===== config.mk =====
export PLATFORM = sky130hd
export DESIGN_NAME = hhsq_front
export DESIGN_NICKNAME = d
export VERILOG_FILES = /design/src/rtl/core/heightmap_height_and_shade_query_defines.svh /design/src/rtl/core/hhsq_pkg.sv /design/src/rtl/core/hhsq_front.sv
export SDC_FILE = /design/constraint.sdc
export NUM_CORES = 1
export LEC_CHECK = 0
export ABC_AREA = 1
export BUFFER_PORTS_ARGS = -buffer_cell sky130_fd_sc_hd__buf_4
export CORE_MARGIN = 3
export CORE_UTILIZATION = 31
export CTS_CLUSTER_DIAMETER = 50
export CTS_CLUSTER_SIZE = 30
export DETAILED_ROUTE_END_ITERATION = 10
export PLACE_DENSITY = 0.44
export SYNTH_ARGS = -nofsm -noshare
export SYNTH_HDL_FRONTEND = slang
export SYNTH_SLANG_ARGS = --single-unit

===== constraint.sdc =====
create_clock -name clk -period 12.75 [get_ports clk]
set_input_delay 1.275 -clock clk [delete_from_list [all_inputs] [get_ports clk]]
set_output_delay 1.275 -clock clk [all_outputs]
set_load 0.02 [all_outputs]

===== src/rtl/core/heightmap_height_and_shade_query_defines.svh =====
// Assertion macros for the heightmap query block.
// Used by the top level; expects clk and rst_n in scope.
`ifndef HEIGHTMAP_HEIGHT_AND_SHADE_QUERY_DEFINES_SVH
`define HEIGHTMAP_HEIGHT_AND_SHADE_QUERY_DEFINES_SVH

// same-cycle implication
`define HHSQ_ASSERT_NOW(lbl, ante, cons, msg) \
  lbl: assert property (@(posedge clk) disable iff (!rst_n) (ante) |-> (cons)) else $error(msg);

// next-cycle implication
`define HHSQ_ASSERT_NEXT(lbl, ante, cons, msg) \
  lbl: assert property (@(posedge clk) disable iff (!rst_n) (ante) |=> (cons)) else $error(msg);

`endif


===== src/rtl/core/hhsq_pkg.sv =====
// Shared types and constants of the heightmap query block.
// No dependencies.
package hhsq_pkg;

  localparam int MAX_ROW_VERTS_DEF = 256;
  localparam int MAX_COL_VERTS_DEF = 256;
  localparam int QUEUE_DEPTH_DEF   = 2;

  localparam int CFG_IDX_W  = 3;
  localparam int CFG_DATA_W = 16;

  localparam logic [CFG_IDX_W-1:0] CFG_VERTS_ROW = 3'd0;
  localparam logic [CFG_IDX_W-1:0] CFG_VERTS_COL = 3'd1;
  localparam logic [CFG_IDX_W-1:0] CFG_SPACING   = 3'd2;
  localparam logic [CFG_IDX_W-1:0] CFG_LIGHT_X   = 3'd3;
  localparam logic [CFG_IDX_W-1:0] CFG_LIGHT_Y   = 3'd4;
  localparam logic [CFG_IDX_W-1:0] CFG_LIGHT_Z   = 3'd5;

  localparam logic [1:0] ACT_WRITE  = 2'd0;
  localparam logic [1:0] ACT_HEIGHT = 2'd1;
  localparam logic [1:0] ACT_SHADE  = 2'd2;

  localparam logic [14:0] SHADE_ONE = 15'd16384;

  typedef enum logic [1:0] {OP_NONE, OP_WRITE, OP_HEIGHT, OP_SHADE} op_t;

  // effective configuration (sizes clamped, spacing nonzero)
  typedef struct packed {
    logic [8:0]         vpr;
    logic [8:0]         vpc;
    logic [7:0]         spc;
    logic signed [15:0] lx;
    logic signed [15:0] ly;
    logic signed [15:0] lz;
  } cfg_t;

  // classified request handed from front to back
  typedef struct packed {
    op_t         op;
    logic        err;
    logic [15:0] value;
    logic [15:0] rx;
    logic [15:0] rz;
  } req_t;

endpackage


===== src/rtl/core/hhsq_front.sv =====
// Front end: takes requests, range-checks them, locates the cell of a
// height query with a bit-serial divide. Depends on hhsq_pkg.
module hhsq_front
  import hhsq_pkg::*;
#(
  parameter int AW = 16
) (
  input  logic                   clk,
  input  logic                   rst_n,
  input  cfg_t                   cfg,
  input  logic                   start,
  output logic                   busy,
  input  logic [1:0]             in_action,
  input  logic [7:0]             in_row,
  input  logic [7:0]             in_col,
  input  logic [15:0]            in_value,
  input  logic signed [23:0]     in_pos_x,
  input  logic signed [23:0]     in_pos_z,
  output logic                   push,
  output req_t                   push_req,
  output logic [AW-1:0]          push_addr,
  input  logic                   full
);

  localparam int DIV_STEPS = 17;

  typedef enum logic [2:0] {F_IDLE, F_CLASS, F_DIV, F_FIN, F_PUSH} fstate_t;

  fstate_t            state_r;
  logic [1:0]         act_r;
  logic [8:0]         row_r, col_r;
  logic signed [23:0] px_r, pz_r;
  req_t               req_r;
  logic [16:0]        nx_r, nz_r;
  logic [7:0]         remx_r, remz_r, lowx_r, lowz_r;
  logic [4:0]         cnt_r;

  logic [8:0]         vprm1, vpcm1;
  logic [16:0]        wx, wz;
  logic signed [25:0] xq, zq;
  logic [15:0]        span;
  logic [8:0]         shx, shz;
  logic               gex, gez;
  logic               edge_x, edge_z, bad_x, bad_z;
  logic [17:0]        addr_full;

  assign vprm1 = cfg.vpr - 9'd1;
  assign vpcm1 = cfg.vpc - 9'd1;
  assign wx    = {8'b0, vprm1} * {9'b0, cfg.spc};
  assign wz    = {8'b0, vpcm1} * {9'b0, cfg.spc};
  // move grid centre to origin, z axis flipped
  assign xq    = $signed({2'b0, wx, 7'b0}) + $signed({{2{px_r[23]}}, px_r});
  assign zq    = $signed({2'b0, wz, 7'b0}) - $signed({{2{pz_r[23]}}, pz_r});
  assign span  = {cfg.spc, 8'b0};

  // one restoring step per cycle on x and z together
  assign shx = {remx_r, nx_r[16]};
  assign shz = {remz_r, nz_r[16]};
  assign gex = shx >= {1'b0, cfg.spc};
  assign gez = shz >= {1'b0, cfg.spc};

  // a point exactly on the far edge belongs to the last cell
  assign edge_x = (nx_r == {8'b0, vprm1}) && (remx_r == '0) && (lowx_r == '0);
  assign edge_z = (nz_r == {8'b0, vpcm1}) && (remz_r == '0) && (lowz_r == '0);
  assign bad_x  = !edge_x && (nx_r >= {8'b0, vprm1});
  assign bad_z  = !edge_z && (nz_r >= {8'b0, vpcm1});

  assign addr_full = ({9'b0, row_r} * {9'b0, cfg.vpr}) + {9'b0, col_r};

  assign busy      = (state_r != F_IDLE);
  assign push      = (state_r == F_PUSH) && !full;
  assign push_req  = req_r;
  assign push_addr = AW'(addr_full);

  always_ff @(posedge clk) begin
    if (!rst_n) begin
      state_r <= F_IDLE;
      cnt_r   <= '0;
    end else begin
      case (state_r)
        F_IDLE: begin
          if (start) begin
            act_r       <= in_action;
            row_r       <= {1'b0, in_row};
            col_r       <= {1'b0, in_col};
            px_r        <= in_pos_x;
            pz_r        <= in_pos_z;
            req_r.value <= in_value;
            req_r.rx    <= '0;
            req_r.rz    <= '0;
            state_r     <= F_CLASS;
          end
        end
        F_CLASS: begin
          state_r <= F_PUSH;
          case (act_r)
            ACT_WRITE: begin
              req_r.op  <= OP_WRITE;
              req_r.err <= !((row_r < cfg.vpc) && (col_r < cfg.vpr));
            end
            ACT_SHADE: begin
              req_r.op  <= OP_SHADE;
              req_r.err <= !((({1'b0, row_r} + 10'd2) <= {1'b0, cfg.vpc}) &&
                             (({1'b0, col_r} + 10'd2) <= {1'b0, cfg.vpr}));
            end
            ACT_HEIGHT: begin
              req_r.op  <= OP_HEIGHT;
              req_r.err <= xq[25] || zq[25];
              if (!xq[25] && !zq[25]) begin
                nx_r    <= xq[24:8];
                nz_r    <= zq[24:8];
                lowx_r  <= xq[7:0];
                lowz_r  <= zq[7:0];
                remx_r  <= '0;
                remz_r  <= '0;
                cnt_r   <= 5'(DIV_STEPS);
                state_r <= F_DIV;
              end
            end
            default: begin
              req_r.op  <= OP_NONE;
              req_r.err <= 1'b0;
            end
          endcase
        end
        F_DIV: begin
          remx_r <= gex ? 8'(shx - {1'b0, cfg.spc}) : shx[7:0];
          remz_r <= gez ? 8'(shz - {1'b0, cfg.spc}) : shz[7:0];
          nx_r   <= {nx_r[15:0], gex};
          nz_r   <= {nz_r[15:0], gez};
          cnt_r  <= cnt_r - 5'd1;
          if (cnt_r == 5'd1) begin
            state_r <= F_FIN;
          end
        end
        F_FIN: begin
          req_r.err <= bad_x || bad_z;
          col_r     <= edge_x ? vprm1 - 9'd1 : nx_r[8:0];
          row_r     <= edge_z ? vpcm1 - 9'd1 : nz_r[8:0];
          req_r.rx  <= edge_x ? span : {remx_r, lowx_r};
          req_r.rz  <= edge_z ? span : {remz_r, lowz_r};
          state_r   <= F_PUSH;
        end
        F_PUSH: begin
          if (!full) begin
            state_r <= F_IDLE;
          end
        end
        default: state_r <= F_IDLE;
      endcase
    end
  end

endmodule


==> metrics <==
placed inst area=between 0.02 and 0.025 mm2; area leader, netlist=edfxtp_1; Setup CP Type=in2reg; Fin Setup TNS=0 ns; CP max stage delay=0.63 ns; Critical Path Fanout Max=50; TritonCTS clock tree=done; Synth top area share=0.2829; Worst EP arrival=9.14 ns; Fin Clk Skew=0.02072 ns; Slew Viols, Final=0; Clk pin slew, worst setup/hold paths=0.09 ns; clk root buf=clkbuf_16; post-synth cell types=56; TritonRoute pass-1 iters=5; Initial Utilization=0.3158; max cap viols=0; initial antenna violation count=1; clk_lat worst skew=0.49 ns; Antenna Diode Count=0; CTS Sinks=193; DRC viols=0; Startpoint Class=primary input; r2r startpoint=px_r[7]$_DFFE_PP_; register bit total from synthesis=just under 200; initial drt markers=1019; Setup Buffers After CTS=0; Layout Area Growth over Synthesis=14.79%; Final nets=2981; post-DP HPWL=between 40000 and 50000 um; register share of total power=0.183; Setup Viol. Count Final=0; FILL cells=6532; hold_buf cts=0; Crit. End Element=flop; sequential element share of the synthesized area=0.2911; Fin Hold WS=~0.43 ns; Lkg Pwr=roughly 11 nW; Ports=229; chip height=257.7 um; Hold WC Path Type=reg2reg; post_cts resized=0; Syn. warnings=0; EDFF count, synth=around 190; main area contributors after synthesis=edfxtp_1 28%, ha_1 15%, fa_1 14%; fin crit share=0.7080; critical hold path startpoint=px_r[2]$_DFFE_PP_; antenna-violating nets left=0; largest net degree at the start of global routing=67; mean post-synth cell area=8.574 um2; vias in the first global route=16.11k; Peak VDD IR=0.1495 mV; top-count cell post-synth=nand2_1; outcome=completed; worst-case clock buffer depth=2; RSZ-0062 raised after global routing=no; Routed WL per cell=roughly 18 um; Critical path buffers and inverters=6; Post-Route WL=just under 60000 um; relative slew slack=0.3636; Worst-Margin Slew=approximately 0.95 ns; H-tree levels=4; Worst Setup SP=cfg[67]; Post-synth top cells=414 x nand2_1, 407 x inv_1, 241 x nor2_1, 235 x ha_1, 185 x edfxtp_1; critical path required time=12.86 ns; Power Density=207.1 mW/mm2; cell row count=91; Routability Congestion=around 0.84; f_max=between 100 and 150 MHz; fraction of layout cells with a size suffix above 1=0.1155; P_int=0.002319 W; Synth Instances=2290; cell area after synthesis=approximately 0.020 mm2; clock share of power=0.129; IO Port Bufs=180; first-pass GRT wire length=92790 um; Core ar.=0.06217 mm2; Die Wd=257.7 um; Logic pwr share=0.688; GR Util All Layers=0.1804; slowest cell on the critical path=buf_4; Congestion Overflow GR=0; Crit path max-delay family=adder cells; total CTS buffers=17; routed vias/inst=approximately 4.7; sw frac=0.5033; NetSw=0.002349 W; die footprint=0.06639 mm2; ys flop type=edfxtp_1; Tmin final=9.028 ns; Final Hold Fails=0; Mapped Nets=2826; Post-synth ARST share=0; via count=15.60k; final instance area=between 0.02 and 0.025 mm2
[registers in the layout, indices dropped and copies added (netlist names), 9 cells and up]
| name | count |
|---|---|
| nx_r | 17 |
| row_r | 9 |
| pz_r | 24 |
| nz_r | 17 |
| px_r | 24 |
| push_req | 51 |
| col_r | 9 |
[cells in the final DEF (no fill, tap or decap), drive strengths merged, types with 12 or more instances in the layout]
master,netlist,final
clkbuf,30,17
nand3,78,78
xnor2,36,36
nand2,418,418
a211oi,13,13
nor3,23,23
inv,419,429
a21oi,133,133
nor2,250,250
a31oi,13,13
buf,26,192
edfxtp,185,185
ha,235,235
o211ai,13,13
fa,141,141
or2,12,12
nand4,33,33
xor2,74,74
o21ai,96,96
[metal layers]
layer / track usage / wire length (um)
met2: 0.2965 / 27690
met5: 0 / 9
met4: 0.04181 / 862
met1: 0.2493 / 28050
met3: 0.02893 / 2306
[per-stage QoR]
step	utilization	instances	power, W	worst slack (ns)
final	0.3625	3295	0.004668	3.722
after floorplan	-	2290	0.003157	2.980
after CTS	0.3625	3295	0.004720	3.794
after detailed placement	0.3523	3263	0.004081	3.292
after global placement	0.3523	3263	0.004058	3.382
after global routing	0.3625	3295	0.005162	3.095
[logic make-up after synthesis]
| logic type | count (synthesis) | synth area share |
|---|---|---|
| simple gates | 833 | 0.1816 |
| buf+inv | 481 | 0.09508 |
| fa+ha+maj | 376 | 0.2935 |
| compound gates | 296 | 0.08380 |
| flops | 193 | 0.2911 |
| xor+xnor | 110 | 0.05442 |
| mux | 1 | 0.0005098 |
[worst paths after layout]
path | endpoint | slack, ns | depth (start not counted)
worst min register to register | lowx_r[2]$_DFFE_PP_ | 0.43 | 0
worst min-delay path | lowx_r[2]$_DFFE_PP_ | 0.43 | 0
worst max-delay path | nx_r[15]$_DFFE_PP_ | 3.72 | 34
worst max register to register | nx_r[15]$_DFFE_PP_ | 8.91 | 10
[power groups by stage]
stage | clock [W] | combinational, W | sequential [W]
global placement | 0 | 0.00319 | 0.000869
floorplan | 0 | 0.00229 | 0.000868
CTS | 0.000625 | 0.00324 | 0.000855
detailed placement | 0 | 0.00321 | 0.000870
finish | 0.000601 | 0.00321 | 0.000855
global route | 0.000643 | 0.00366 | 0.000859
[worst register-to-register path, stage by stage (launching register included)]
cell	delay [ns]
edfxtp_1	0.39
ha_1	0.35
fa_1	0.50
nand3_1	0.12
nand3_1	0.23
nand2_1	0.16
nand3_1	0.07
nand2_1	0.37
nand4_2	0.38
a21oi_4	0.20
buf_4	0.64
[final cells by class]
type                    count  area (um2)  area share
multi-input cells        1616       12090      0.5364
flip-flops and latches    193        5715      0.2536
inverters                 425        1608     0.07134
repair buffers            192        1441     0.06395
well taps                 837        1047     0.04647
clock buffers              17       425.4     0.01888
clock inverters            15       211.5    0.009382
(Power assumes the default switching activity.)
