==> src/rtl/core/heightmap_height_and_shade_query_defines.svh <==
// Assertion macros for the heightmap query block.
// Used by the top level; expects clk and rst_n in scope.
`ifndef HEIGHTMAP_HEIGHT_AND_SHADE_QUERY_DEFINES_SVH
`define HEIGHTMAP_HEIGHT_AND_SHADE_QUERY_DEFINES_SVH

// same-cycle implication
`define HHSQ_ASSERT_NOW(lbl, ante, cons, msg) \
  lbl: assert property (@(posedge clk) disable iff (!rst_n) (ante) |-> (cons)) else $error(msg);

// next-cycle implication
`define HHSQ_ASSERT_NEXT(lbl, ante, cons, msg) \
  lbl: assert property (@(posedge clk) disable iff (!rst_n) (ante) |=> (cons)) else $error(msg);

`endif

==> src/rtl/core/hhsq_fifo.sv <==
// Short request queue between front and back, show-ahead output.
// No dependencies.
module hhsq_fifo #(
  parameter int WIDTH = 8,
  parameter int DEPTH = 2
) (
  input  logic             clk,
  input  logic             rst_n,
  input  logic             push,
  input  logic [WIDTH-1:0] din,
  input  logic             pop,
  output logic [WIDTH-1:0] dout,
  output logic             empty,
  output logic             full
);

  localparam int PW = (DEPTH > 1) ? $clog2(DEPTH) : 1;
  localparam int CW = $clog2(DEPTH + 1);

  logic [WIDTH-1:0] buf_r [DEPTH];
  logic [PW-1:0]    wptr_r, rptr_r;
  logic [CW-1:0]    cnt_r;
  logic             do_push, do_pop;

  assign empty   = (cnt_r == '0);
  assign full    = (cnt_r == CW'(DEPTH));
  assign do_push = push && !full;
  assign do_pop  = pop && !empty;
  assign dout    = buf_r[rptr_r];

  always_ff @(posedge clk) begin
    if (do_push) begin
      buf_r[wptr_r] <= din;
    end
  end

  always_ff @(posedge clk) begin
    if (!rst_n) begin
      wptr_r <= '0;
      rptr_r <= '0;
      cnt_r  <= '0;
    end else begin
      if (do_push) begin
        wptr_r <= (wptr_r == PW'(DEPTH - 1)) ? '0 : wptr_r + PW'(1);
      end
      if (do_pop) begin
        rptr_r <= (rptr_r == PW'(DEPTH - 1)) ? '0 : rptr_r + PW'(1);
      end
      if (do_push && !do_pop) begin
        cnt_r <= cnt_r + CW'(1);
      end else if (do_pop && !do_push) begin
        cnt_r <= cnt_r - CW'(1);
      end
    end
  end

endmodule

==> config.mk <==
export PLATFORM = sky130hd
export DESIGN_NAME = hhsq_fifo
export DESIGN_NICKNAME = d
export VERILOG_FILES = /design/src/rtl/core/heightmap_height_and_shade_query_defines.svh /design/src/rtl/core/hhsq_fifo.sv
export SDC_FILE = /design/constraint.sdc
export NUM_CORES = 1
export LEC_CHECK = 0
export ABC_AREA = 1
export BUFFER_PORTS_ARGS = -buffer_cell sky130_fd_sc_hd__buf_4
export CAP_MARGIN = 20
export CORE_MARGIN = 2
export CORE_UTILIZATION = 49
export CTS_CLUSTER_SIZE = 14
export DETAILED_ROUTE_END_ITERATION = 6
export GPL_TIMING_DRIVEN = 0
export PLACE_DENSITY = 0.75
export SLEW_MARGIN = 15
export SYNTH_ARGS = -nofsm -noshare
export SYNTH_HDL_FRONTEND = slang
export SYNTH_SLANG_ARGS = --single-unit
export TNS_END_PERCENT = 30
==> constraint.sdc <==
create_clock -name clk -period 1.8 [get_ports clk]
set_input_delay 0.27 -clock clk [delete_from_list [all_inputs] [get_ports clk]]
set_output_delay 0.27 -clock clk [all_outputs]
set_load 0.01 [all_outputs]
==> impl_metrics.yaml, run 1 <==
yosys:
  fraction_of_the_mapped_netlist_area_in_compound_gates_pct: 2.89
  postSynthAreaPerCell_um2: 13.1
  synth.yosys.warnings: 0
  synth_seq_area_share_pct: 70.5
  synth_fa_ha_area_share_pct: 1.52
  synth_cells: 63
  synth_area_um2: 823
  muxShareOfSynthArea_pct: 10.9
  synthDistinctLibCells: 15
  synth_xor_xnor_area_share_pct: 0
  synthSimpleGateAreaFrac_pct: 9.42
  postSynthRegisterBits: 21
  largest_family_of_logic_cells_by_synthesized_area: "multiplexers"
  syn_nets: 76
floorplan:
  ios: 22
  placement_rows: 14
  chipHeight_um: 45.0
  design.die.area_mm2: 0.00202
  floorplan.initialDensity_pct: 53.4
  die_x_um: 45.0
  core_mm2: 0.00154
worst_setup_path:
  crit_path_top_delay_cell: "sky130_fd_sc_hd__mux2_2"
  critical_path.top_delay_family: "multiplexers"
  required_ps: 1530
  worstPathArrival_ps: 1330
  start_kind: "register"
  timing.critical_path.to_type: "output pin"
  cells_along_the_critical_path: "buf_2 > mux2_2 > buf_4"
  worstReg2RegStart: "cnt_r[0]"
  crit_path_max_incr_delay_ps: 360
  max_fo_critical_path: 8
  criticalPathCategory: "reg2out"
  cp_num_buf_inv: 2
sta:
  fin_skew_ps: 3.18
  setup_viol: 0
  timing.final.hold_violations: 0
  grt_setup_unrepaired: "no"
  finalSetupTns_ps: 0
  min_period_over_period_pct: 89.1
  worst_slew_margin_rel_pct: 52.6
  final_hold_slack_ps: 150
  timing_worst_slew_pin_value_ps: 709
  layout_min_cycle_time_ps: 1600
  maxClockFrequency_mhz: 623
  report.final.slew_viol_count: 0
drt:
  drcViolationCount: 0
  via_count: 531
  firstDrtPassIters: 6
  met2_length_um: 675
  highest_layer: "met4"
  route.detailed.vias_per_inst: 5.11
  detail_route.wirelength_um: 1240
  drt_iter0_markers: 8
  wl_met1_um: 460
  routed-wl-met3_um: 84
  wl_per_cell_um: 11.9
  antenna_violating_nets_left: 0
final_layout:
  finish.net_count: 102
  fillCellCount: 127
  layout.cells.most_common_list: "21 x sky130_fd_sc_hd__buf_4, 16 x sky130_fd_sc_hd__edfxtp_1, 10 x sky130_fd_sc_hd__nor2_1"
  fin_area_mm2: 0.00103
  utilization_pct: 66.7
  layout-area-overhead-vs-synth_pct: 24.9
  share_of_layout_cells_above_drive_strength_1_pct: 42.0
  n_antenna_cell: 0
  layout.cells.most_common: "sky130_fd_sc_hd__buf_4"
clock_tree:
  clk_latency_ps: 290
  hold_buffers: 0
  cts_tree: "done"
  cts.root.buffer_cell: "sky130_fd_sc_hd__clkbuf_4"
  cts-htree-levels: 1
  cts.reportedPaths.clkPinSlew_ps: 110
  gates_resized_cts_repair: 0
  cts-root-to-sink-buffers: 2
  cts_setup_buffers: 0
  tritoncts_num_sinks: 21
  tritoncts.num_buffers: 3
power:
  power_density_mw_per_mm2: 1300
  static-leakage-power_uw: 0.000433
  vdd_ir_drop_max_v: 0.000841
global_route:
  grt_max_degree: 13
  grtUsageTotal_pct: 13.6
  grt_pass1_wl_um: 1900
  antenna_found_initial: 0
  overflow_left_after_global_routing: 0
  grt_pass1_vias: 507
placement:
  io_buffer_count: 21
  gp_routability_congestion: 0.715
  dpl.hpwl_um: 942
  placed_area_mm2: 0.00100
job:
  max_cap_viol_count: 0
hold_path:
  hold_path.class: "in2reg"
  min_from: "din[3]"
run_status:
  outcome: "completed"
-- sequential cells by signal, indices dropped and copies added (netlist names), named ones only --
name,cells
cnt_r,2
rptr_r,1
buf_r,16
wptr_r,1
-- cell type report --
type	count	area [µm²]	area share (%)
Buffer	1	5.00	0.487
Clock buffer	3	22.5	2.19
Clock inverter	1	5.00	0.487
Inverter	9	33.8	3.28
Multi-Input combinational cell	32	204	19.8
Sequential cell	21	581	56.4
Tap cell	16	20.0	1.95
Timing Repair Buffer	21	158	15.3
-- final timing paths --
check                endpoint  slack (ps)  cells past startpoint
setup reg to reg  buf_r[0][7]         330                      2
setup / recovery      dout[2]         200                      3
hold reg to reg        wptr_r         510                      2
hold / removal    buf_r[0][3]         150                      1
-- synthesized netlist by cell type --
library cell	count	share of area, %
sky130_fd_sc_hd__edfxtp_1	16	58
sky130_fd_sc_hd__nor2_1	10	4.6
sky130_fd_sc_hd__inv_1	8	3.6
sky130_fd_sc_hd__mux2_2	8	11
sky130_fd_sc_hd__nand2_1	6	2.7
sky130_fd_sc_hd__dfxtp_1	5	12
sky130_fd_sc_hd__o21ai_0	2	1.2
sky130_fd_sc_hd__a21oi_1	1	0.61
sky130_fd_sc_hd__buf_2	1	0.61
sky130_fd_sc_hd__ha_1	1	1.5
sky130_fd_sc_hd__inv_2	1	0.46
sky130_fd_sc_hd__nand3_1	1	0.61
sky130_fd_sc_hd__nand4_1	1	0.76
sky130_fd_sc_hd__nor2_2	1	0.76
sky130_fd_sc_hd__o21ai_2	1	1.1
-- through the flow --
| step | total power, µW | worst slack [ps] | instances |
|---|---|---|---|
| 3_5_place_dp | 1140 | 306 | 100 |
| 2_1_floorplan | 952 | 496 | 63 |
| 5_1_grt | 1430 | 136 | 104 |
| 4_1_cts | 1360 | 171 | 104 |
| 6_report | 1340 | 196 | 104 |
| 3_3_place_gp | 1120 | 342 | 100 |
-- worst reg2reg max path: stages (launching register included) --
cell	delay, ps
sky130_fd_sc_hd__dfxtp_1	450
sky130_fd_sc_hd__o21ai_2	110
sky130_fd_sc_hd__nor2_1	550
-- where the power goes --
group	internal, µW	switching, µW	leakage, µW
Sequential	619	39.2	0.000191
Combinational	222	239	0.000225
Clock	82.6	135	0.0000177
-- kinds of logic after synthesis --
| logic type | after synthesis |
|---|---|
| AO/OA/AOI/OAI | 4 |
| flip-flops | 21 |
| AND/OR/NAND/NOR | 19 |
| multiplexers | 8 |
| buffers and inverters | 10 |
| adder cells (fa/ha/maj) | 1 |
-- routing by layer --
layer  up-vias  global-route usage, %
li1        262                      -
met5         -                      0
met1       251                   13.1
met3         2                   4.00
met4         0                   7.06
met2        16                   25.4
Note: power is estimated with default switching activity, not from simulation.
==> inputs of run 2 (changes only) <==
- PLACE_DENSITY: 0.75 -> 0.74
- SETUP_SLACK_MARGIN: unset -> 0.15
==> run 2 against run 1 <==
Net effect: sequential cell count is the same; critical path depth is the same; register-to-register slack gained 30 ps; design area grew 0.12%; largest cell class unchanged.
==> impl_metrics.yaml, run 2 (synthesis results as in run 1) <==
sta:
  fin_skew_ps: 1.02
  layout_min_cycle_time_ps: 1560
  worst_slew_margin_rel_pct: 55.0
  report.final.slew_viol_count: 0
  finalSetupTns_ps: 0
  min_period_over_period_pct: 86.4
  grt_setup_unrepaired: "no"
  maxClockFrequency_mhz: 643
  timing.final.hold_violations: 0
  postLayoutSetupSlackWorst_ps: 244
  timing_worst_slew_pin_value_ps: 672
  setup_viol: 0
final_layout:
  layout_top_registers: "buf_r: 16 flops, cnt_r: 2 flops"
  layout-area-overhead-vs-synth_pct: 25.1
  n_antenna_cell: 0
  layout.cells.most_common_list: "21 x sky130_fd_sc_hd__buf_4, 16 x sky130_fd_sc_hd__edfxtp_1, 10 x sky130_fd_sc_hd__nor2_1"
  final_cell_count_no_fill: 104
  finish.net_count: 102
  layout.cells.most_common: "sky130_fd_sc_hd__buf_4"
  utilization_pct: 66.8
  largest_register_ffs: 16
  share_of_layout_cells_above_drive_strength_1_pct: 40.9
  registers.top_by_ff_count: "buf_r"
worst_setup_path:
  critical_path.top_delay_family: "multiplexers"
  cp_num_buf_inv: 2
  max_fo_critical_path: 8
  criticalPathCategory: "reg2out"
  cells_along_the_critical_path: "clkbuf_4 > mux2_2 > buf_4"
  crit_path_top_delay_cell: "sky130_fd_sc_hd__mux2_2"
  worstPathArrival_ps: 1290
  start_kind: "register"
  timing.critical_path.to_type: "output pin"
  required_ps: 1530
  crit_path_max_incr_delay_ps: 350
floorplan:
  chipHeight_um: 45.0
  placement_rows: 14
  ios: 22
  core_mm2: 0.00154
  die_x_um: 45.0
  floorplan.initialDensity_pct: 53.4
  design.die.area_mm2: 0.00202
clock_tree:
  cts_setup_buffers: 0
  tritoncts.num_buffers: 3
  hold_buffers: 0
  cts-htree-levels: 1
  clk_latency_ps: 290
  cts.root.buffer_cell: "sky130_fd_sc_hd__clkbuf_4"
  cts.reportedPaths.clkPinSlew_ps: 110
  cts-root-to-sink-buffers: 2
  tritoncts_num_sinks: 21
  cts_tree: "done"
power:
  power_density_mw_per_mm2: 1290
  vdd_ir_drop_max_v: 0.000665
  finalPower_uw: 1330
  static-leakage-power_uw: 0.000430
global_route:
  grtUsageMet1_pct: 15.3
  overflow_left_after_global_routing: 0
  grt_use_met2_pct: 24.0
  globalRoute.busiestLayer: "met2"
  grt_pass1_vias: 487
  grt.met3_usage_pct: 3.60
  antenna_found_initial: 0
  grtUsageTotal_pct: 13.5
  grt_pass1_wl_um: 1900
  grt_max_degree: 12
hold_path:
  hold_path.class: "in2reg"
drt:
  route.detailed.vias_per_inst: 4.90
  antenna_violating_nets_left: 0
  wl_per_cell_um: 11.5
  detail_route.wirelength_um: 1190
  via_count: 510
  drcViolationCount: 0
  firstDrtPassIters: 4
  drt_iter0_markers: 6
placement:
  io_buffer_count: 21
  numPlacedInstances: 100
  dpl.hpwl_um: 908
  gp_routability_congestion: 0.641
  post-place-ws_ps: 337
run_status:
  outcome: "completed"
job:
  max_cap_viol_count: 0
==> run 2: metal layers <==
metal / vias to the layer above / wire length [µm] / part of all wire [%]
li1: 264 / - / -
met1: 233 / 519 / 44
met2: 13 / 588 / 49
met3: 0 / 82 / 6.9
met4: 0 / 0 / 0
met5: - / 0 / 0
==> run 2: area by class of cell <==
type                       instances  area (µm²)
inverter                           9        33.8
timing repair buffer              21         158
sequential                        21         581
multi-input combinational         32         204
fill                             126         512
buffer                             1        7.51
tap                               16        20.0
clock buffer                       4        26.3
==> run 2: final timing paths <==
kind	startpoint	end	slack, ps	depth (start not counted)
setup reg to reg	cnt_r[0]	buf_r[0][0]	360	2
setup / recovery	register	dout[3]	240	3
hold / removal	din[5]	buf_r[1][5]	160	1
hold reg to reg	wptr_r	wptr_r	510	2
==> run 2: stage by stage <==
step                hold slack, ps  area (µm²)
floorplan                      369         823
global route                   139        1030
global placement               455        1000
CTS                            147        1030
detailed placement             458        1000
finish                         158        1030
==> run 2: what timing repair did <==
action                                  4_1_cts  5_1_grt
endpoints found under the setup margin        0        5
resized for setup                             0        1
endpoints found under the hold margin         0        0
==> run 2: worst register-to-register path: stages (launching register included) <==
cell and delay, ps:
sky130_fd_sc_hd__dfxtp_1 440, sky130_fd_sc_hd__o21ai_2 120, sky130_fd_sc_hd__nor2_1 530
==> run 2: power breakdown <==
group | internal (µW) | switching [µW] | total, µW
Sequential | 619 | 39.1 | 658
Clock | 86.0 | 127 | 213
Combinational | 224 | 233 | 458
